**config.mk**
```make
export PLATFORM = sky130hd
export DESIGN_NAME = ewb_fifo
export DESIGN_NICKNAME = d
export VERILOG_FILES = /design/src/rtl/core/ewb_fifo.sv
export SDC_FILE = /design/constraint.sdc
export NUM_CORES = 1
export LEC_CHECK = 0
export ABC_AREA = 1
export BUFFER_PORTS_ARGS = -buffer_cell sky130_fd_sc_hd__buf_2
export CORE_AREA = 4 4 46 48
export DETAILED_ROUTE_END_ITERATION = 10
export DIE_AREA = 0 0 50 52
export PLACE_DENSITY = 0.76
export SYNTH_ARGS = -nofsm -noshare
export SYNTH_HDL_FRONTEND = slang
export SYNTH_SLANG_ARGS = --single-unit
```
**constraint.sdc**
```tcl
create_clock -name i_clk -period 1.4 [get_ports i_clk]
set_input_delay 0.07 -clock i_clk [delete_from_list [all_inputs] [get_ports i_clk]]
set_output_delay 0.07 -clock i_clk [all_outputs]
set_load 0.01 [all_outputs]
```
**src/rtl/core/ewb_fifo.sv**
```systemverilog
// small first-in first-out queue of words
`default_nettype none

module ewb_fifo #(
    parameter int WIDTH = 8,
    parameter int DEPTH = 2
) (
    input  wire logic             i_clk,
    input  wire logic             i_rst_n,
    input  wire logic             i_push,
    input  wire logic [WIDTH-1:0] i_wdata,
    output logic                  o_full,
    input  wire logic             i_pop,
    output logic [WIDTH-1:0]      o_rdata,
    output logic                  o_empty
);

    localparam int PW = (DEPTH > 1) ? $clog2(DEPTH) : 1;
    localparam int CW = $clog2(DEPTH + 1);

    logic [WIDTH-1:0] r_mem [DEPTH];
    logic [PW-1:0]    r_wptr;
    logic [PW-1:0]    r_rptr;
    logic [CW-1:0]    r_cnt;
    logic             do_push;
    logic             do_pop;

    assign o_full  = (r_cnt == CW'(DEPTH));
    assign o_empty = (r_cnt == '0);
    assign o_rdata = r_mem[r_rptr];
    assign do_push = i_push && !o_full;
    assign do_pop  = i_pop && !o_empty;

    // pointers and fill level
    always_ff @(posedge i_clk) begin
        if (!i_rst_n) begin
            r_wptr <= '0;
            r_rptr <= '0;
            r_cnt  <= '0;
        end else begin
            if (do_push) begin
                r_wptr <= (r_wptr == PW'(DEPTH - 1)) ? '0 : r_wptr + PW'(1);
            end
            if (do_pop) begin
                r_rptr <= (r_rptr == PW'(DEPTH - 1)) ? '0 : r_rptr + PW'(1);
            end
            if (do_push && !do_pop) begin
                r_cnt <= r_cnt + CW'(1);
            end else if (do_pop && !do_push) begin
                r_cnt <= r_cnt - CW'(1);
            end
        end
    end

    // storage
    always_ff @(posedge i_clk) begin
        if (do_push) begin
            r_mem[r_wptr] <= i_wdata;
        end
    end

endmodule

`default_nettype wire

```
==> results_dict.tcl <==
set metrics [dict create \
    status "completed" \
    cts_buffers 3 \
    area_delta_synth_final_pct 33.89 \
    synth_mux_area_frac 0.1094 \
    gr-total-overflow 0 \
    cts_tree "yes" \
    whs_ns 0.02086 \
    total_leakage_power_uw 0.0004582 \
    clk_pin_slew_worst_paths_ns 0.10 \
    power.density_mw_per_mm2 1584 \
    mostFrequentLayoutCell "buf_2" \
    final_area_mm2 0.001102 \
    critical_path_peak_fanout 8 \
    worstSetupPathType "flop to output pin" \
    synth-adder-area-share 0.01520 \
    max_slew.worst_pin.slew_ns 0.1922 \
    critPathLaunchType "flop" \
    ir_drop_mv 1.000 \
    track_usage 0.1285 \
    hold_path_class "primary input to flop" \
    synth-simple-area-share 0.09422 \
    ant_nets 0 \
    num_io_pins 22 \
    yosysSeqAreaShare 0.7052 \
    coreArea_mm2 0.001708 \
    hold_violations 0 \
    synth_compound_area_frac 0.02888 \
    final_cell_mix "buf_2, edfxtp_1, nor2_1" \
    min_period_ns 1.313 \
    dr.pass1.iters 4 \
    drc 0 \
    finClkSkew_ns 0.002334 \
    drv_slew 0 \
    die_x_um 50 \
    ys_seq_elements 21 \
    endpoint_kind "output pin" \
    cts_root_buf "clkbuf_4" \
    die-area_mm2 0.002600 \
    rsz0062_at_grt "no" \
    cts_sinks 21 \
    die_h_um 52 \
    synth_xor_area_frac 0 \
    grt_pass1_wl_mm 2.401 \
    worstPathArrival_ns 1.24 \
    avgSynthCellArea_um2 13.07 \
    portBuffers 21 \
    critPathRequiredTime_ns 1.33 \
    min_period_over_period 0.9379 \
    clock_latency_ns 0.29 \
    synth_cell_type_count 15 \
    gp_congestion 0.7182 \
    antenna_found_initial 0 \
    drive_gt1_frac 0.4286 \
    grt_pass1_vias 609 \
    post-route-util 0.6454 \
    n_antenna_cell 0 \
    place_area_um2 969.7 \
    clockBufferDepth 2 \
    slew_headroom 0.8718 \
    htreeDepth 1 \
    num_rows 15 \
    drt_wl_total_mm 1.512 \
    vias_per_cell 4.659 \
    synth_top_family_by_area "multiplexers" \
    netlist_instances 63 \
    final_nets 112 \
    clock.fmax_mhz 761.6 \
    wire_per_inst_um 12.29 \
    cap_violations 0 \
    yosysWarnings 0 \
    nFillCells 141 \
    synth.cell_area_um2 823.3 \
    initial_core_util 0.4821 \
    vias 573 \
    drt_iter0_drc 12 \
    dp_hpwl_mm 1.035 \
    grt_max_degree 12 \
    setup_viol 0 \
    syn_nets 76 \
]
## flip-flops by register name, indices dropped and copies added (netlist names), named ones only
| signal | flops |
|---|---|
| r_rptr | 1 |
| r_wptr | 1 |
| r_mem | 16 |
| r_cnt | 2 |
## cell families (layout without fill, tap and decap cells)
group,count (synthesis),after routing
DFF,21,21
and+or+nand+nor,19,19
buffers and inverters,10,45
muxes,8,8
AOI/OAI and AO/OA,4,4
adders and majority gates,1,1
## synthesized netlist by cell type (all sizes together)
| cell type | number | area (um2) |
|---|---|---|
| nand4 | 1 | 6.260 |
| o21ai | 3 | 18.77 |
| ha | 1 | 12.51 |
| buf | 1 | 5.000 |
| a21oi | 1 | 5.000 |
| nor2 | 11 | 43.80 |
| mux2 | 8 | 90.09 |
| nand2 | 6 | 22.52 |
| edfxtp | 16 | 480.5 |
| dfxtp | 5 | 100.1 |
| inv | 9 | 33.78 |
| nand3 | 1 | 5.000 |
## per-stage QoR
stage / setup slack, ns / TNS, ns / total power [uW] / std cells
CTS: 0.01158 / 0 / 1724 / 123
detailed placement: -0.008036 / -0.008036 / 1421 / 110
global placement: 0.05442 / 0 / 1385 / 110
floorplan: 0.07813 / 0 / 1225 / 63
global route: 0.003090 / 0 / 1868 / 123
finish: 0.08696 / 0 / 1746 / 123
## power by group
part           leakage, uW  total (uW)  internal [uW]  switching, uW
combinational     0.000251         591            278            313
sequential        0.000192         884            808           75.8
clock            0.0000150         271            111            160
## cell type report
type	count	area, um2	area share
clock buffers	4	26.28	0.02384
inverters	9	33.78	0.03065
multi-input cells	32	216.5	0.1964
flip-flops and latches	21	586.8	0.5323
well taps	25	31.28	0.02838
repair buffers	32	207.7	0.1884
## per-layer routing
| metal | part of all wire | track usage | wire (um) |
|---|---|---|---|
| met1 | 0.37 | 0.1123 | 562 |
| met4 | 0.0066 | 0.06912 | 10 |
| met3 | 0.050 | 0.03152 | 75 |
| met2 | 0.57 | 0.2609 | 863 |
| met5 | 0 | 0 | 0 |
## timing repair
item / CTS / global route
gates resized for setup: 2 / 3
pin swaps: 1 / 0
hold buffers: 8 / 0
setup endpoints to repair: 9 / 2
buffers inserted: 1 / 0
hold endpoints to repair: 16 / 0
## worst max-delay path, stage by stage, from the launching register on
cell and delay (ns):
dfxtp_2 0.45, mux2_2 0.37, buf_2 0.14
## final timing paths
kind	from	end	slack [ns]	cells after the start
setup / recovery	flop	o_rdata[6]	0.09	2
hold / removal	i_rst_n	r_cnt[1]	0.02	3
setup reg to reg	r_cnt[1]	r_cnt[1]	0.10	9
hold reg to reg	r_cnt[0]	r_cnt[0]	0.52	2
(Power assumes the default switching activity.)
