--- src/rtl/core/ewb_pkg.sv ---
// shared types and constants of the equal-width binning block
`default_nettype none

package ewb_pkg;

    localparam int DATA_W = 32;
    localparam int LVL_W  = 6;
    localparam int TOL_W  = 16;
    localparam int IDX_W  = 10;
    // dividend holds d*n + range-1 at most, one bit above the product
    localparam int DIV_W  = DATA_W + LVL_W + 1;

    localparam logic signed [DATA_W-1:0] MIN_RESET = 32'sh7fff_ffff;
    localparam logic signed [DATA_W-1:0] MAX_RESET = 32'sh8000_0000;

    typedef enum logic [1:0] {
        REQ_LOAD     = 2'd0,
        REQ_FINISH   = 2'd1,
        REQ_CLASSIFY = 2'd2,
        REQ_CLEAR    = 2'd3
    } t_req;

    typedef enum logic [1:0] {
        ST_OK       = 2'd0,
        ST_ZERO_LEN = 2'd1,
        ST_BAD      = 2'd2
    } t_status;

    typedef enum logic {
        CFG_NUM_LEVELS = 1'b0,
        CFG_TOLERANCE  = 1'b1
    } t_cfg_reg;

    typedef enum logic [2:0] {
        BS_IDLE,
        BS_PLAN,
        BS_MUL,
        BS_DIV,
        BS_EMIT
    } t_bstate;

    // word handed from the front to the back, with a snapshot of min and max
    typedef struct packed {
        logic                     is_cls;
        logic                     err;
        logic signed [DATA_W-1:0] value;
        logic signed [DATA_W-1:0] run_min;
        logic signed [DATA_W-1:0] run_max;
    } t_cmd;

    typedef struct packed {
        logic signed [DATA_W-1:0] value;
        logic [LVL_W-1:0]         level;
        t_status                  status;
        logic                     last;
    } t_res;

    // request to the shared divider
    typedef struct packed {
        logic              start;
        logic [DIV_W-1:0]  dividend;
        logic [DATA_W-1:0] divisor;
    } t_div_req;

endpackage

`default_nettype wire

--- src/rtl/core/ewb_div.sv ---
// restoring divider, one quotient bit per cycle
`default_nettype none

module ewb_div (
    input  wire logic                      i_clk,
    input  wire logic                      i_rst_n,
    input  wire ewb_pkg::t_div_req         i_req,
    output logic                           o_done,
    output logic [ewb_pkg::DIV_W-1:0]      o_quotient
);

    localparam int DW = ewb_pkg::DIV_W;
    localparam int VW = ewb_pkg::DATA_W;
    localparam int KW = $clog2(DW + 1);

    logic          r_busy;
    logic          r_done;
    logic [KW-1:0] r_cnt;
    logic [DW-1:0] r_q;
    logic [VW:0]   r_rem;
    logic [VW-1:0] r_dvs;

    logic [VW:0]   rem_sh;
    logic          ge;

    // trial subtract of the shifted partial remainder
    assign rem_sh     = {r_rem[VW-1:0], r_q[DW-1]};
    assign ge         = (rem_sh >= {1'b0, r_dvs});
    assign o_done     = r_done;
    assign o_quotient = r_q;

    // iteration control
    always_ff @(posedge i_clk) begin
        if (!i_rst_n) begin
            r_busy <= 1'b0;
            r_done <= 1'b0;
            r_cnt  <= '0;
        end else begin
            r_done <= 1'b0;
            if (i_req.start) begin
                r_busy <= 1'b1;
                r_cnt  <= KW'(DW);
            end else if (r_busy) begin
                r_cnt <= r_cnt - KW'(1);
                if (r_cnt == KW'(1)) begin
                    r_busy <= 1'b0;
                    r_done <= 1'b1;
                end
            end
        end
    end

    // dividend shifts out as quotient bits shift in
    always_ff @(posedge i_clk) begin
        if (i_req.start) begin
            r_q   <= i_req.dividend;
            r_rem <= '0;
            r_dvs <= i_req.divisor;
        end else if (r_busy) begin
            r_q   <= {r_q[DW-2:0], ge};
            r_rem <= ge ? (rem_sh - {1'b0, r_dvs}) : rem_sh;
        end
    end

endmodule

`default_nettype wire

--- config.mk ---
export PLATFORM = sky130hd
export DESIGN_NAME = ewb_div
export DESIGN_NICKNAME = d
export VERILOG_FILES = /design/src/rtl/core/ewb_pkg.sv /design/src/rtl/core/ewb_div.sv
export SDC_FILE = /design/constraint.sdc
export NUM_CORES = 1
export LEC_CHECK = 0
export ABC_AREA = 1
export BUFFER_PORTS_ARGS = -buffer_cell sky130_fd_sc_hd__buf_2
export CAP_MARGIN = 25
export CORE_MARGIN = 2
export CORE_UTILIZATION = 60
export DETAILED_ROUTE_END_ITERATION = 6
export GPL_ROUTABILITY_DRIVEN = 0
export PLACE_DENSITY_LB_ADDON = 0.08
export SYNTH_ARGS = -nofsm -noshare
export SYNTH_HDL_FRONTEND = slang
export SYNTH_SLANG_ARGS = --single-unit
--- constraint.sdc ---
create_clock -name i_clk -period 5.55 [get_ports i_clk]
set_input_delay 0.8325 -clock i_clk [delete_from_list [all_inputs] [get_ports i_clk]]
set_output_delay 0.8325 -clock i_clk [all_outputs]
set_load 0.05 [all_outputs]
==> metrics <==
status=completed; Final Slew Violations=0; Max H-tree Level=3; largest net degree at the start of global routing=between 70 and 80; cts repair resizes=0; critical path data required time=5.83 ns; DP Area=just under 8000 um2; number of port buffers=113; IO Count=114; initial core utilization=0.6170; worst min-delay path category=register to register; total number of vias=6405; Mapped Nets=1117; max-cap viol count=0; drt wl/cell=roughly 13 um; # hold bufs at CTS=0; Post-Route Setup TNS=0 ns; Final #Nets=~1200; Commonest cells post-synth=nand2_1, inv_1, nand3_1; Total GRT Usage=0.2763; final WL=16640 um; Clock Skews=0.01457 ns; most area-hungry cell type in the Yosys netlist=edfxtp_1; post-route cell area=roughly 8000 um2; Clock Path Buffers=2; CP dominant cell by count=nand2_1; met2 WL post-DR=7665 um; asr flop ratio synth=0; fillers=slightly above 1000; RSZ-0062 raised after global routing=no; DR WL met3=1145 um; Post-synth EDFFs=71; most common cell in the netlist=nand2_1; CP Launch Type=register; count of final hold-check violations=0; highest routed metal layer=met4; FMAX=379.5 MHz; synth top area cells=edfxtp_1, nand2_1, dfxtp_1, inv_1, ha_1; CP endpoint kind=register; total grt overflow=0; post-DP HPWL=around 12000 um; register area share after synthesis=0.4145; Via density=about 5.1; Clock Sinks=roughly 110; Logic pwr share=0.183; initial DRC count=428; core region area=11470 um2; Netlist cell types=36; drc violations=0; total CTS buffers=9; Mapped Avg Cell Area=7.019 um2; P_sw=598.1 uW; clock share of power=0.321; CTS tree=built; P&R area growth vs syn=13.58%; Sequential Power Share=0.496; Period Utilization, post-route=0.4748; maximum vdd drop=209.1 uV; top_reg_cell synth=edfxtp_1; Setup-failing EPs final=0; Slew @ Worst Pin=0.8330 ns; Die Width=112.6 um; clock slew at reported path FFs=0.07 ns; CTS Root Cell=clkbuf_16; Antenna Cells=0; signal arrival time at the worst endpoint=2.92 ns; Worst-Skew Late Latency=between 0.3 and 0.4 ns; Mapped Cells=1008; antenna-violating nets left=0; warnings from Yosys=0; CP peak stage delay=0.48 ns; static leakage=4.418 nW; Hold Path Stages=2; Critical Path Slowest Stage Cell=a21oi_4; max_slew headroom=0.4446; Sw Ratio=0.3055; dpl ws=2.585 ns; worst-path cell chain=inv_1 -> ha_1 -> nand2_1 -> nor2_2 -> nand2_1 -> nor2_2 -> nand2_1 -> nand2_2 -> a21oi_4 -> nand2_4 -> nand2_1 -> nand3_1 -> o21ai_1; Die Span Y=roughly 110 um; PnR worst setup slack=2.915 ns; Int Pwr=1.360 mW; R2R cell count=13; wl on met1=7482 um; first-pass GRT wire length=28250 um; CP Class=register to register; min cycle time layout=roughly 2.6 ns; share of post-route cells with drive strength above 1=0.1411; router iterations before antenna repair=5; Post-CTS Setup Inserts=0; #FFs+latches synth=111; synthesized area=just over 7000 um2; die area=about 13000 um2; vias in the first global route=6037; crit path max fanout=32; Synth top area share=0.3013; row cnt=39; initial antenna violation count=0; power per cell area=243.6 nW/um2
[metrics by stage]
step | utilization | total power [mW] | cells | hold slack, ns
floorplan | - | 1.238 | 1008 | 0.4436
global placement | 0.6745 | 1.339 | 1246 | 0.4591
detailed placement | 0.6763 | 1.346 | 1247 | 0.4574
CTS | 0.7008 | 1.968 | 1263 | 0.4720
global route | 0.7008 | 2.044 | 1263 | 0.4859
finish | 0.7008 | 1.958 | 1263 | 0.4743
[final timing paths]
path	start	endpoint	slack (ns)
max	r_dvs[16]	r_rem[7]	2.92
min	r_rem[26]	r_rem[26]	0.47
max reg2reg	r_dvs[16]	r_rem[7]	2.92
min reg2reg	r_rem[26]	r_rem[26]	0.47
[critical path: cells and delay by family (launching register included)]
family	cells	cell delay [ns]
AOI/OAI and AO/OA	2	0.58
and+or+nand+nor	9	1.19
DFF	1	0.37
buffers and inverters	1	0.09
adders and majority gates	1	0.28
[layout make-up]
class / instances / area, um2 / share of cell area
timing repair buffer: 119 / 623.1 / 0.07753
tap: 143 / 178.9 / 0.02226
sequential: 111 / 2933 / 0.3649
clock inverter: 5 / 48.80 / 0.006072
clock buffer: 11 / 232.7 / 0.02896
inverter: 181 / 679.4 / 0.08454
multi-input combinational: 693 / 3341 / 0.4157
[routing by layer]
metal	vias up	global-route usage
li1	3333	-
met1	2835	0.3771
met2	209	0.4535
met3	28	0.04752
met4	0	0.08293
met5	-	0
[layout by cell type, fill, tap and decap left out, drive strengths merged, types with 21 or more instances in the layout]
cell type and n:
nand3b 23, nor2 54, dfxtp 40, a21oi 22, nand3 74, edfxtp 71, ha 34, nand2 430
buf 119, inv 184, o21ai 21
[logic make-up after synthesis]
kind of cell	after synthesis	synth area share
simple gates	593	0.3503
buf+inv	204	0.1137
flops	111	0.4145
compound gates	50	0.03997
fa+ha+maj	35	0.06295
xor+xnor	15	0.01857
[state kept, by name, summed over array words and instances, names as in the netlist]
name / cells
o_quotient: 39
r_dvs: 32
r_rem: 32
r_cnt: 6
o_done: 1
r_busy: 1
[power groups by stage]
stage | logic [mW] | clock network [mW] | registers [mW]
after detailed placement | 0.359 | 0 | 0.987
final | 0.359 | 0.629 | 0.970
after CTS | 0.359 | 0.639 | 0.971
after global placement | 0.350 | 0 | 0.989
after global routing | 0.394 | 0.674 | 0.976
after floorplan | 0.148 | 0 | 1.09
No activity file was read; power rests on OpenSTA's default activity.
