File: config.mk
export PLATFORM = sky130hd
export DESIGN_NAME = ewb_back
export DESIGN_NICKNAME = d
export VERILOG_FILES = /design/src/rtl/core/ewb_pkg.sv /design/src/rtl/core/ewb_back.sv
export SDC_FILE = /design/constraint.sdc
export NUM_CORES = 1
export LEC_CHECK = 0
export CAP_MARGIN = 25
export CORE_AREA = 2 2 204 206
export DETAILED_ROUTE_END_ITERATION = 7
export DIE_AREA = 0 0 206 208
export DONT_BUFFER_PORTS = 1
export MAX_ROUTING_LAYER = met4
export PLACE_DENSITY = 0.82
export SYNTH_ARGS = -nofsm -noshare
export SYNTH_HDL_FRONTEND = slang
export SYNTH_SLANG_ARGS = --single-unit
File: constraint.sdc
create_clock -name i_clk -period 38.6 [get_ports i_clk]
set_input_delay 3.86 -clock i_clk [delete_from_list [all_inputs] [get_ports i_clk]]
set_output_delay 3.86 -clock i_clk [all_outputs]
set_load 0.02 [all_outputs]
File: src/rtl/core/ewb_pkg.sv
// shared types and constants of the equal-width binning block
`default_nettype none

package ewb_pkg;

    localparam int DATA_W = 32;
    localparam int LVL_W  = 6;
    localparam int TOL_W  = 16;
    localparam int IDX_W  = 10;
    // dividend holds d*n + range-1 at most, one bit above the product
    localparam int DIV_W  = DATA_W + LVL_W + 1;

    localparam logic signed [DATA_W-1:0] MIN_RESET = 32'sh7fff_ffff;
    localparam logic signed [DATA_W-1:0] MAX_RESET = 32'sh8000_0000;

    typedef enum logic [1:0] {
        REQ_LOAD     = 2'd0,
        REQ_FINISH   = 2'd1,
        REQ_CLASSIFY = 2'd2,
        REQ_CLEAR    = 2'd3
    } t_req;

    typedef enum logic [1:0] {
        ST_OK       = 2'd0,
        ST_ZERO_LEN = 2'd1,
        ST_BAD      = 2'd2
    } t_status;

    typedef enum logic {
        CFG_NUM_LEVELS = 1'b0,
        CFG_TOLERANCE  = 1'b1
    } t_cfg_reg;

    typedef enum logic [2:0] {
        BS_IDLE,
        BS_PLAN,
        BS_MUL,
        BS_DIV,
        BS_EMIT
    } t_bstate;

    // word handed from the front to the back, with a snapshot of min and max
    typedef struct packed {
        logic                     is_cls;
        logic                     err;
        logic signed [DATA_W-1:0] value;
        logic signed [DATA_W-1:0] run_min;
        logic signed [DATA_W-1:0] run_max;
    } t_cmd;

    typedef struct packed {
        logic signed [DATA_W-1:0] value;
        logic [LVL_W-1:0]         level;
        t_status                  status;
        logic                     last;
    } t_res;

    // request to the shared divider
    typedef struct packed {
        logic              start;
        logic [DIV_W-1:0]  dividend;
        logic [DATA_W-1:0] divisor;
    } t_div_req;

endpackage

`default_nettype wire

File: src/rtl/core/ewb_back.sv
// back end: sequences cutpoints and level codes through the shared divider
`default_nettype none

module ewb_back #(
    parameter int MAX_LEVELS = 32
) (
    input  wire logic                       i_clk,
    input  wire logic                       i_rst_n,
    input  wire logic                       i_cmd_valid,
    input  wire ewb_pkg::t_cmd              i_cmd,
    output logic                            o_cmd_pop,
    input  wire logic [ewb_pkg::LVL_W-1:0]  i_num_levels,
    input  wire logic [ewb_pkg::TOL_W-1:0]  i_tolerance,
    output logic                            o_res_push,
    output ewb_pkg::t_res                   o_res,
    input  wire logic                       i_res_full,
    output ewb_pkg::t_div_req               o_div,
    input  wire logic                       i_div_done,
    input  wire logic [ewb_pkg::DIV_W-1:0]  i_quotient
);

    localparam int LW = ewb_pkg::LVL_W;
    localparam int VW = ewb_pkg::DATA_W;
    localparam int DW = ewb_pkg::DIV_W;
    localparam int PW = VW + LW;

    ewb_pkg::t_bstate   r_state;
    ewb_pkg::t_bstate   n_state;
    ewb_pkg::t_cmd      r_cmd;
    logic [LW-1:0]      r_n;
    logic [LW-1:0]      r_k;
    logic [VW-1:0]      r_range;
    logic [VW-1:0]      r_diff;
    logic [VW-1:0]      r_prev;
    ewb_pkg::t_status   r_status;
    ewb_pkg::t_res      r_res;

    logic [LW-1:0]      eff_n;
    logic [VW-1:0]      mul_a;
    logic [LW-1:0]      mul_b;
    logic [PW-1:0]      prod;
    logic [VW-1:0]      addend;
    logic [VW-1:0]      cut;
    logic [VW-1:0]      gap;
    logic               close;
    logic               shortcut;
    logic               more_cuts;
    logic               div_start;

    // level count clamped into its legal range
    always_comb begin
        if (i_num_levels == '0) begin
            eff_n = LW'(1);
        end else if (i_num_levels > LW'(MAX_LEVELS)) begin
            eff_n = LW'(MAX_LEVELS);
        end else begin
            eff_n = i_num_levels;
        end
    end

    // numerator: k*range for a cutpoint, d*n + range-1 for a level code
    assign mul_a  = r_cmd.is_cls ? r_diff : r_range;
    assign mul_b  = r_cmd.is_cls ? r_n : r_k;
    assign prod   = PW'(mul_a) * PW'(mul_b);
    assign addend = r_cmd.is_cls ? (r_range - VW'(1)) : '0;

    assign o_div.start    = div_start;
    assign o_div.dividend = DW'(prod) + DW'(addend);
    assign o_div.divisor  = r_cmd.is_cls ? r_range : VW'(r_n);

    // cutpoint and spacing check against the previous one
    assign cut       = VW'(r_cmd.run_min) + i_quotient[VW-1:0];
    assign gap       = cut - r_prev;
    assign close     = (r_k != '0) && (gap < VW'(i_tolerance));
    assign shortcut  = r_cmd.err || (r_cmd.is_cls && ((r_cmd.value == r_cmd.run_min) ||
                                                      (r_cmd.run_max == r_cmd.run_min)));
    assign more_cuts = (r_k < r_n);
    assign o_res     = r_res;

    // state register
    always_ff @(posedge i_clk) begin
        if (!i_rst_n) begin
            r_state <= ewb_pkg::BS_IDLE;
        end else begin
            r_state <= n_state;
        end
    end

    // next state and strobes
    always_comb begin
        n_state    = r_state;
        o_cmd_pop  = 1'b0;
        o_res_push = 1'b0;
        div_start  = 1'b0;
        case (r_state)
            ewb_pkg::BS_IDLE: begin
                if (i_cmd_valid) begin
                    o_cmd_pop = 1'b1;
                    n_state   = ewb_pkg::BS_PLAN;
                end
            end
            ewb_pkg::BS_PLAN: begin
                n_state = shortcut ? ewb_pkg::BS_EMIT : ewb_pkg::BS_MUL;
            end
            ewb_pkg::BS_MUL: begin
                div_start = 1'b1;
                n_state   = ewb_pkg::BS_DIV;
            end
            ewb_pkg::BS_DIV: begin
                if (i_div_done) begin
                    n_state = ewb_pkg::BS_EMIT;
                end
            end
            ewb_pkg::BS_EMIT: begin
                if (!i_res_full) begin
                    o_res_push = 1'b1;
                    if (r_res.last) begin
                        n_state = ewb_pkg::BS_IDLE;
                    end else if (more_cuts) begin
                        n_state = ewb_pkg::BS_MUL;
                    end
                end
            end
            default: begin
                n_state = ewb_pkg::BS_IDLE;
            end
        endcase
    end

    // datapath registers
    always_ff @(posedge i_clk) begin
        case (r_state)
            ewb_pkg::BS_IDLE: begin
                if (i_cmd_valid) begin
                    r_cmd    <= i_cmd;
                    r_n      <= eff_n;
                    r_k      <= '0;
                    r_status <= ewb_pkg::ST_OK;
                end
            end
            ewb_pkg::BS_PLAN: begin
                r_range <= VW'(r_cmd.run_max - r_cmd.run_min);
                r_diff  <= VW'(r_cmd.value - r_cmd.run_min);
                if (r_cmd.err) begin
                    r_res <= '{value: '0, level: '0, status: ewb_pkg::ST_BAD, last: 1'b1};
                end else begin
                    r_res <= '{value: r_cmd.value, level: LW'(1),
                               status: ewb_pkg::ST_OK, last: 1'b1};
                end
            end
            ewb_pkg::BS_DIV: begin
                if (i_div_done) begin
                    if (r_cmd.is_cls) begin
                        r_res <= '{value: r_cmd.value, level: i_quotient[LW-1:0],
                                   status: ewb_pkg::ST_OK, last: 1'b1};
                    end else begin
                        r_res  <= '{value: cut, level: r_k,
                                    status: ewb_pkg::ST_OK, last: 1'b0};
                        r_prev <= cut;
                        r_k    <= r_k + LW'(1);
                        if (close) begin
                            r_status <= ewb_pkg::ST_ZERO_LEN;
                        end
                    end
                end
            end
            ewb_pkg::BS_EMIT: begin
                // after the last inner cutpoint the maximum closes the run
                if (!i_res_full && !r_res.last && !more_cuts) begin
                    r_res <= '{value: r_cmd.run_max, level: r_n,
                               status: r_status, last: 1'b1};
                end
            end
            default: begin
            end
        endcase
    end

endmodule

`default_nettype wire

==> summary.md, run 1 <==
| Metric | Value |
|---|---|
| Core area | 40550 um2 |
| Placed cells | 2880 |
| Commonest non-fill, non-tap cells in the layout | 291 x nand2_1, 268 x inv_1, 248 x edfxtp_1 |
| Layout fillers | 3319 |
| I/O pins | 279 |
| Critical Path Slowest Stage Cell | edfxtp_1 |
| Worst skew pair latency | 0.56 ns |
| Setup Fix Bufs, Post-CTS | 0 |
| Syn_area_per_cell | 9.688 um2 |
| Post-DR wirelength/cell | 21.38 um |
| Type of the worst min-delay path | reg -> reg |
| Area after DPL | 23850 um2 |
| Drt pass-1 iters | 6 |
| First-pass GRT wire length | 97.43 mm |
| Ys flop type | edfxtp_1 |
| R2R Path End | r_status[0] |
| Max-slew headroom | 0.3064 |
| DR vias/cell | 6.203 |
| Die X | 206 um |
| Area Growth Syn to Fin | 6.617% |
| FF-to-FF Start | r_cmd[32] |
| Worst path cell trace | buf_4 > buf_16 > nor2b_1 > a21o_1 > buf_16 > nand2_1 > fa_1 > fa_1 > inv_1 > fa_1 > fa_1 > ha_1 > or4_1 > and3_1 > a221oi_2 > o211ai_1 > a41oi_1 > o21ai_1 > a21oi_1 > o31ai_1 > xor2_1 |
| DRC Markers | 0 |
| Vert. Die Dim | 208 um |
| Initial cell density of the core | 0.5731 |
| Run status | finished clean |
| Post-CTS Hold Buffers | 0 |
| Global Route Usage Sum | 0.2989 |
| Antenna violations before repair | 2 |
| Remaining antenna violation count | 0 |
| Port Buffer Count | 0 |
| Post-synthesis sequential area ratio | 0.3230 |
| Layout cell share with drive strength beyond 1 | 0.04798 |
| Clock Pin Slew Worst Setup and Hold Paths | 0.07 ns |
| Clock Tree Root | clkbuf_16 |
| WP data required | 34.74 ns |
| Yosys reg bits | 251 |
| Commonest non-fill, non-tap cell in the layout | nand2_1 |
| Worst path max stage delay | 0.55 ns |
| Final worst-path cycle share | 0.2932 |
| Drt total wl | 62.68 mm |
| Max Root-Sink Buffers | 3 |
| CTS sink cnt | 251 |
| Final Hold Viols | 0 |
| Gate Count Post-Synth | 2399 |
| Die footprint | 42850 um2 |
| Crit path max fanout | 114 |
| Syn Nets | 2924 |
| Critical Path End Type | output port |
| Worst setup SP type | flop |
| FF-to-FF setup slack | 31.05 ns |
| Kind of critical path | reg -> out |
| Worst path most repeated cell | fa_1 |
| WP data arrival | 7.46 ns |
| Post-CTS sizing | 0 |
| Unrepaired setup endpoints after global routing | false |
| Sum Neg Setup Slack | 0 ns |
| Post-synthesis cell area | 23240 um2 |
| Ys async rst share | 0 |
| Fmax | 88.36 MHz |
| Post-synth EDFFs | 248 |
| Rows | 74 |
| Worst-margin pin slew | 1.033 ns |
| Setup violators final | 0 |
| Grt ovf | 0 |
| Final hold slack | 0.5922 ns |
| Max-cap violations | 0 |
| CP startpoint | r_cmd[97] |
| DR vias | 18180 |
| Nets@finish | 2904 |
| GPL Wtd Cong | 0.9863 |
| Design Area, Final | 24780 um2 |
| Vias in the first global route | 18040 |
| TritonCTS clock tree | done |
| CP endpoint | o_div[70] |
| Final Max Slew Viols | 0 |
| Non-filler cells, final | 2931 |
| Yosys warning count | 0 |
| Initial DRC Count | 1869 |
| Pin count of the biggest net entering global routing | 119 |
| R2R depth | 27 |
| Min Tclk post-route | 11.32 ns |
| Netlist cell types | 81 |
| H-tree levels | 1 |
| Clock Skew | 0.02676 ns |
| CTS Buf Count | 24 |
| Post-DP HPWL | 50.26 mm |
[state kept, by name (all words and copies together) (netlist names)]
signal    cells
o_res        41
r_cmd        98
r_diff       32
r_k           6
r_n           6
r_prev       32
r_range      32
r_state       3
r_status      1
[synth_stat cells, types with 17 or more instances]
library cell | instances | area [um2]
nand4_1 | 24 | 150.1
inv_1 | 268 | 1006
and2_1 | 68 | 425.4
nor3_1 | 32 | 160.2
mux2_2 | 31 | 349.1
a211oi_1 | 17 | 127.6
o21ai_0 | 82 | 410.4
nand3_1 | 38 | 190.2
nor2_1 | 116 | 435.4
a21oi_1 | 152 | 760.7
ha_1 | 207 | 2590
o21bai_1 | 28 | 210.2
o21a_1 | 20 | 150.1
a21o_1 | 69 | 518.0
nor2b_1 | 33 | 206.5
nand2b_1 | 32 | 200.2
edfxtp_1 | 248 | 7447
xor2_1 | 59 | 516.8
nand2_1 | 291 | 1092
xnor2_1 | 105 | 919.6
clkbuf_1 | 58 | 217.7
fa_1 | 154 | 3083
and3_1 | 22 | 137.6
o21ai_1 | 26 | 130.1
[logic make-up (layout without fill, tap and decap cells)]
family | count (synthesis) | count (layout) | share of synthesized area
flip-flops | 251 | 251 | 0.3230
AO/OA/AOI/OAI | 534 | 534 | 0.1493
adder cells (fa/ha/maj) | 361 | 361 | 0.2441
buffers and inverters | 333 | 331 | 0.05394
XOR/XNOR | 166 | 166 | 0.06353
multiplexers | 37 | 37 | 0.01760
AND/OR/NAND/NOR | 717 | 717 | 0.1485
other | 0 | 2 | 0
[cell type report]
| cell class | count | area, um2 | share of cell area |
|---|---|---|---|
| well taps | 532 | 665.6 | 0.02686 |
| inverters | 269 | 1010 | 0.04075 |
| flip-flops and latches | 251 | 7507 | 0.3030 |
| repair buffers | 18 | 279.0 | 0.01126 |
| clock inverters | 19 | 197.7 | 0.007978 |
| multi-input cells | 1815 | 14510 | 0.5856 |
| clock buffers | 25 | 604.3 | 0.02439 |
| diodes | 2 | 5.005 | 0.0002020 |
[per-stage QoR]
step           utilization  worst slack, ns
4_1_cts             0.6079            26.54
3_5_place_dp        0.5881            27.12
2_1_floorplan            -            19.78
5_1_grt             0.6110            26.87
6_report            0.6110            27.28
3_3_place_gp        0.5861            27.17
[per-layer routing]
metal,up-vias,GRT usage,share of wire
met2,925,0.4705,0.46
met4,0,0.09680,0.037
li1,8374,-,-
met5,-,-,0
met3,120,0.03446,0.090
met1,8761,0.4052,0.41
[worst min-delay path by stage]
stage	cells after the start	slack (ns)	endpoint	start
finish	2	0.59	o_res[34]	r_cmd[89]
global route	1	0.59	o_res[1]	r_status[0]
CTS	1	0.59	o_res[1]	r_status[0]
detailed placement	1	0.56	o_res[1]	r_status[0]
global placement	2	0.56	o_res[34]	r_cmd[89]
floorplan	2	0.52	o_res[12]	r_cmd[3]
[worst max-delay path: cells and delay by family, from the launching register on]
kind	cells	cell delay [ns]
DFF	1	0.55
buffers and inverters	4	0.72
AOI/OAI and AO/OA	7	1.85
adders and majority gates	5	2.18
and+or+nand+nor	4	1.14
xor gates and xnor gates	1	0.41
Power of run 1 is left out: the tool's default activity adds up to more than one toggle a clock period on the data nets, which glitch-free logic cannot reach.
==> inputs of run 2 (changes only) <==
Settings changed: PLACE_DENSITY 0.82 to 0.85.
Clock period 38.6 ns to 9.9 ns, I/O delays scaled along.
==> run 2 against run 1 <==
Wire length shrank 1.4%. Sequential share of layout area shrank 0.064 points. Highest routed layer unchanged. Critical path type unchanged. Sequential cell count is the same. Critical endpoint is now o_div[69].
==> summary.md, run 2 (synthesis gave the netlist of run 1 again) <==
| Metric | Value |
|---|---|
| Run status | finished clean (unchanged) |
| Unrepaired setup endpoints after global routing | false (unchanged) |
| CTS sink cnt | 251 (unchanged) |
| Met2 Wirelength | 28.44 mm (was 28.89 mm) |
| Drt pass-1 iters | 6 (unchanged) |
| Layout fillers | 3258 (was 3319) |
| Met3 WL | 4.972 mm (was 5.622 mm) |
| Die footprint | 42850 um2 (unchanged) |
| Setup violators final | 0 (unchanged) |
| Antenna violations before repair | 2 (unchanged) |
| Final worst-path cycle share | 0.9041 |
| H-tree levels | 1 (unchanged) |
| Top reg by flops | r_cmd (unchanged) |
| WP data arrival | 7.96 ns (was 7.46 ns) |
| Worst-margin pin slew | 1.025 ns (was 1.033 ns) |
| Vias in the first global route | 17760 (was 18040) |
| Max-slew headroom | 0.3167 (was 0.3064) |
| Max Root-Sink Buffers | 3 (unchanged) |
| Final Max Slew Viols | 0 (unchanged) |
| Worst path cell trace | buf_4 > buf_4 > mux2_2 > nand2_1 > fa_1 > fa_1 > inv_1 > fa_1 > fa_1 > ha_1 > and2_1 > nand3_1 > a31oi_1 > a41oi_1 > o31ai_1 > a211oi_1 > a21oi_1 > xor2_1 (was buf_4 > buf_16 > nor2b_1 > a21o_1 > buf_16 > nand2_1 > fa_1 > fa_1 > inv_1 > fa_1 > fa_1 > ha_1 > or4_1 > and3_1 > a221oi_2 > o211ai_1 > a41oi_1 > o21ai_1 > a21oi_1 > o31ai_1 > xor2_1) |
| Max-cap violations | 0 (unchanged) |
| CTS Buf Count | 24 (unchanged) |
| Global Route Usage Sum | 0.2938 (was 0.2989) |
| GPL Wtd Cong | 0.9824 (was 0.9863) |
| Fmax | 111.7 MHz |
| Placed cells | 2880 (unchanged) |
| First-pass GRT wire length | 95.63 mm (was 97.43 mm) |
| Post-DR wirelength/cell | 21.10 um (was 21.38 um) |
| Post-CTS Hold Buffers | 0 (unchanged) |
| Met1 wire length | 26.20 mm (was 25.86 mm) |
| Worst setup SP type | flop (unchanged) |
| Post-CTS sizing | 0 (unchanged) |
| Critical Path End Type | output port (unchanged) |
| Nets@finish | 2903 (was 2904) |
| Worst path max stage delay | 1.02 ns (was 0.55 ns) |
| WP data required | 8.91 ns (was 34.74 ns) |
| Kind of critical path | reg -> out (unchanged) |
| Final Hold Viols | 0 (unchanged) |
| Pin count of the biggest net entering global routing | 73 (was 119) |
| DR vias/cell | 6.166 (was 6.203) |
| Drt total wl | 61.83 mm (was 62.68 mm) |
| Crit path max fanout | 59 (was 114) |
| Min Tclk post-route | 8.950 ns |
| Largest register FFs | 98 (unchanged) |
| Final Util | 0.6123 (was 0.6110) |
| Critical Path Slowest Stage Cell | edfxtp_1 (unchanged) |
| Clock Tree Root | clkbuf_16 (unchanged) |
| Commonest non-fill, non-tap cell in the layout | nand2_1 (unchanged) |
| Setup Fix Bufs, Post-CTS | 0 (unchanged) |
| Worst path most repeated cell | fa_1 (unchanged) |
| Commonest non-fill, non-tap cells in the layout | 291 x nand2_1, 268 x inv_1, 248 x edfxtp_1 (unchanged) |
| DR vias | 18070 (was 18180) |
| Initial DRC Count | 1834 (was 1869) |
| Type of the worst min-delay path | in -> reg (was reg -> reg) |
| DRC Markers | 0 (unchanged) |
| TritonCTS clock tree | done (unchanged) |
| Die X | 206 um (unchanged) |
| Sum Neg Setup Slack | 0 ns (unchanged) |
| Worst skew pair latency | 0.54 ns (was 0.56 ns) |
| I/O pins | 279 (unchanged) |
| Port Buffer Count | 0 (unchanged) |
| Core area | 40550 um2 (unchanged) |
| Post-DP HPWL | 49.97 mm (was 50.26 mm) |
| DR top layer | met4 (unchanged) |
| Grt ovf | 0 (unchanged) |
| Remaining antenna violation count | 0 (unchanged) |
| Clock Skew | 0.01252 ns (was 0.02676 ns) |
| Vert. Die Dim | 208 um (unchanged) |
| Non-filler cells, final | 2930 (was 2931) |
| Rows | 74 (unchanged) |
| Layout cell share with drive strength beyond 1 | 0.04674 (was 0.04798) |
| Area Growth Syn to Fin | 6.842% (was 6.617%) |
| Initial cell density of the core | 0.5731 (unchanged) |
| Clock Pin Slew Worst Setup and Hold Paths | 0.06 ns (was 0.07 ns) |
## run 2: cell count changes in the layout (fill, tap and decap cells not counted), sizes merged
cell	change
clkbuf	+3
buf	-2
bufinv	+4
inv	-6
clkinv	+3
clkinvlp	-3
## run 2: routing by layer
layer,GRT usage,vias up
met2,0.4597,842
li1,-,8377
met3,0.02945,113
met5,-,-
met4,0.1032,0
met1,0.4003,8734
## run 2: metrics by stage
step                      instance area [um2]  worst slack [ns]  hold WS (ns)
final                                   24830            0.9497        0.5424
after CTS                               24750             1.010        0.5202
after detailed placement                23880             1.589        0.5681
after global routing                    24830            0.5579        0.5223
after global placement                  23770             1.669        0.5636
after floorplan                         23250             1.907        0.5169
## run 2: layout make-up
type,count,area [um2],share of cell area
multi-input cells,1815,14520,0.5848
flip-flops and latches,251,7507,0.3023
inverters,269,1010,0.04066
well taps,532,665.6,0.02681
clock buffers,27,633.1,0.02550
repair buffers,17,251.5,0.01013
clock inverters,17,239.0,0.009624
diodes,2,5.005,0.0002016
## run 2: final timing paths
| check | startpoint | end | slack (ns) | cells after the start |
|---|---|---|---|---|
| max reg2reg | r_cmd[32] | r_status[0] | 2.49 | 27 |
| min | i_cmd[23] | r_cmd[23] | 0.54 | 0 |
| min reg2reg | r_cmd[89] | o_res[34] | 0.58 | 2 |
| max | r_cmd[97] | o_div[69] | 0.95 | 18 |
## run 2: worst max-delay path, delay by kind of cell, from the launching register on
kind	cells	cell delay [ns]
xor+xnor	1	0.40
flops	1	1.02
compound gates	5	1.72
simple gates	3	0.44
buf+inv	3	1.06
mux	1	0.44
fa+ha+maj	5	2.29
Power of run 2 is left out for the same reason.
==> inputs of run 3 (changes only) <==
Settings changed: PLACE_DENSITY 0.85 to 0.82.
Clock period 9.9 ns to 8.31 ns, I/O delays scaled along.
==> run 3 against run 2 <==
Final cell count up 0.48%. Highest routed layer unchanged. Largest cell class unchanged. First-iteration DRC count up 14%. Critical path depth up 5. Global-route usage up 0.31 points. Via count up 0.45%. Die area unchanged. Worst hold slack worse by 0.17 ns. Worst setup slack worse by 0.66 ns. Clock skew up 0.020 ns. Sequential cell count unchanged.
==> summary.md, run 3 (synthesis gave the netlist of run 1 again) <==
| Metric | Value |
|---|---|
| CTS sink cnt | 251 (unchanged) |
| Drt pass-1 iters | 7 (was 6) |
| Setup violators final | 0 (unchanged) |
| Crit path max fanout | 73 (was 59) |
| Worst setup SP type | flop (unchanged) |
| Vias in the first global route | 17960 (was 17760) |
| DRC Markers | 0 (unchanged) |
| Hold Crit Depth | 0 (unchanged) |
| Sum Neg Setup Slack | 0 ns (unchanged) |
| Layout cell share with drive strength beyond 1 | 0.05156 (was 0.04674) |
| Clock Skew | 0.03225 ns (was 0.01252 ns) |
| Post-CTS Hold Buffers | 0 (unchanged) |
| Initial DRC Count | 2096 (was 1834) |
| Remaining antenna violation count | 0 (unchanged) |
| Worst path cell trace | buf_12 > nor2b_1 > a21o_1 > buf_4 > nand2_1 > fa_1 > fa_1 > inv_1 > fa_1 > fa_1 > ha_1 > a21oi_1 > o21bai_1 > a21oi_1 > nor2_1 > o21a_1 > o21ai_0 > nand3b_1 > a21o_1 > a221oi_1 > o21ai_0 > xor2_1 > buf_4 (was buf_4 > buf_4 > mux2_2 > nand2_1 > fa_1 > fa_1 > inv_1 > fa_1 > fa_1 > ha_1 > and2_1 > nand3_1 > a31oi_1 > a41oi_1 > o31ai_1 > a211oi_1 > a21oi_1 > xor2_1) |
| CTS Buf Count | 23 (was 24) |
| H-tree levels | 1 (unchanged) |
| Post-DP HPWL | 49.97 mm (about the same) |
| Clock Tree Root | clkbuf_16 (unchanged) |
| Worst path most repeated cell | fa_1 (unchanged) |
| Worst skew pair latency | 0.55 ns (was 0.54 ns) |
| Largest register FFs | 98 (unchanged) |
| Layout fillers | 3305 (was 3258) |
| Final Hold Viols | 0 (unchanged) |
| Global Route Usage Sum | 0.2969 (was 0.2938) |
| Commonest non-fill, non-tap cell in the layout | nand2_1 (unchanged) |
| Run status | finished clean (unchanged) |
| Port Buffer Count | 0 (unchanged) |
| Max Root-Sink Buffers | 3 (unchanged) |
| Critical Path End Type | output port (unchanged) |
| Vert. Die Dim | 208 um (unchanged) |
| I/O pins | 279 (unchanged) |
| Die X | 206 um (unchanged) |
| DR vias/cell | 6.164 (was 6.166) |
| Max-cap violations | 0 (unchanged) |
| Kind of critical path | reg -> out (unchanged) |
| Max-slew headroom | 0.1751 (was 0.3167) |
| Initial cell density of the core | 0.5731 (unchanged) |
| Clock Pin Slew Worst Setup and Hold Paths | 0.07 ns (was 0.06 ns) |
| Top reg by flops | r_cmd (unchanged) |
| Antenna violations before repair | 7 (was 2) |
| Pin count of the biggest net entering global routing | 74 (was 73) |
| Grt ovf | 0 (unchanged) |
| Nets@finish | 2917 (was 2903) |
| Commonest non-fill, non-tap cells in the layout | 291 x nand2_1, 268 x inv_1, 248 x edfxtp_1 (unchanged) |
| Rows | 74 (unchanged) |
| TritonCTS clock tree | done (unchanged) |
| DR vias | 18150 (was 18070) |
| Drt total wl | 61.88 mm (was 61.83 mm) |
| Post-DR wirelength/cell | 21.02 um (was 21.10 um) |
| Type of the worst min-delay path | in -> reg (unchanged) |
| Critical Path Slowest Stage Cell | fa_1 (was edfxtp_1) |
| First-pass GRT wire length | 96.69 mm (was 95.63 mm) |
| Final Max Slew Viols | 0 (unchanged) |
| R2R depth | 26 (was 27) |
| Fmax | 124.8 MHz |
| GPL Wtd Cong | 0.9910 (was 0.9824) |
| WP data required | 7.48 ns (was 8.91 ns) |
| Worst path max stage delay | 0.55 ns (was 1.02 ns) |
| Min Tclk post-route | 8.016 ns |
| Final worst-path cycle share | 0.9646 |
| Worst-margin pin slew | 1.228 ns (was 1.025 ns) |
| Area Growth Syn to Fin | 6.407% (was 6.842%) |
| Unrepaired setup endpoints after global routing | false (unchanged) |
| WP data arrival | 7.18 ns (was 7.96 ns) |
| Die footprint | 42850 um2 (unchanged) |
| Core area | 40550 um2 (unchanged) |
| Final Util | 0.6098 (was 0.6123) |
==> run 3: area by class of cell <==
type,instances,area (um2),area share
Clock buffer,27,590.6,0.02388
Sequential cell,251,7507,0.3036
Inverter,269,1010,0.04083
Timing Repair Buffer,32,257.7,0.01042
Tap cell,532,665.6,0.02692
Clock inverter,11,161.4,0.006527
Antenna cell,7,17.52,0.0007083
Multi-Input combinational cell,1815,14520,0.5871
==> run 3: worst paths after layout <==
kind | to | slack, ns | start
max | o_div[59] | 0.29 | r_cmd[97]
max reg2reg | r_status[0] | 1.58 | r_cmd[33]
min | r_cmd[72] | 0.38 | i_cmd[72]
min reg2reg | o_res[34] | 0.58 | r_cmd[89]
==> run 3: worst max-delay path, delay by kind of cell (launching register included) <==
kind	cells	cell delay (ns)
adder cells (fa/ha/maj)	5	2.37
AND/OR/NAND/NOR	4	0.51
XOR/XNOR	1	0.18
flip-flops	1	0.54
buffers and inverters	4	0.85
AO/OA/AOI/OAI	9	2.17
==> run 3: layer usage <==
metal	GRT usage	routed length, um
met1	0.3951	25620
met2	0.4507	27870
met3	0.04605	5568
met4	0.1303	2823
met5	-	0
==> run 3: what timing repair did <==
item                                    in CTS  in global routing
resized for setup                            0                  1
endpoints found under the setup margin       0                  4
buffers inserted                             0                  5
==> run 3: stage by stage <==
| stage | hold WS, ns | setup slack (ns) | std cells | instance area (um2) |
|---|---|---|---|---|
| after detailed placement | 0.5483 | 0.7733 | 2893 | 23910 |
| after floorplan | 0.5169 | 0.5572 | 2399 | 23250 |
| after CTS | 0.3599 | 0.1936 | 2931 | 24660 |
| after global routing | 0.3619 | 0.004154 | 2944 | 24730 |
| after global placement | 0.5679 | 0.9007 | 2892 | 23900 |
| final | 0.3760 | 0.2941 | 2944 | 24730 |
Power of run 3 is left out for the same reason.
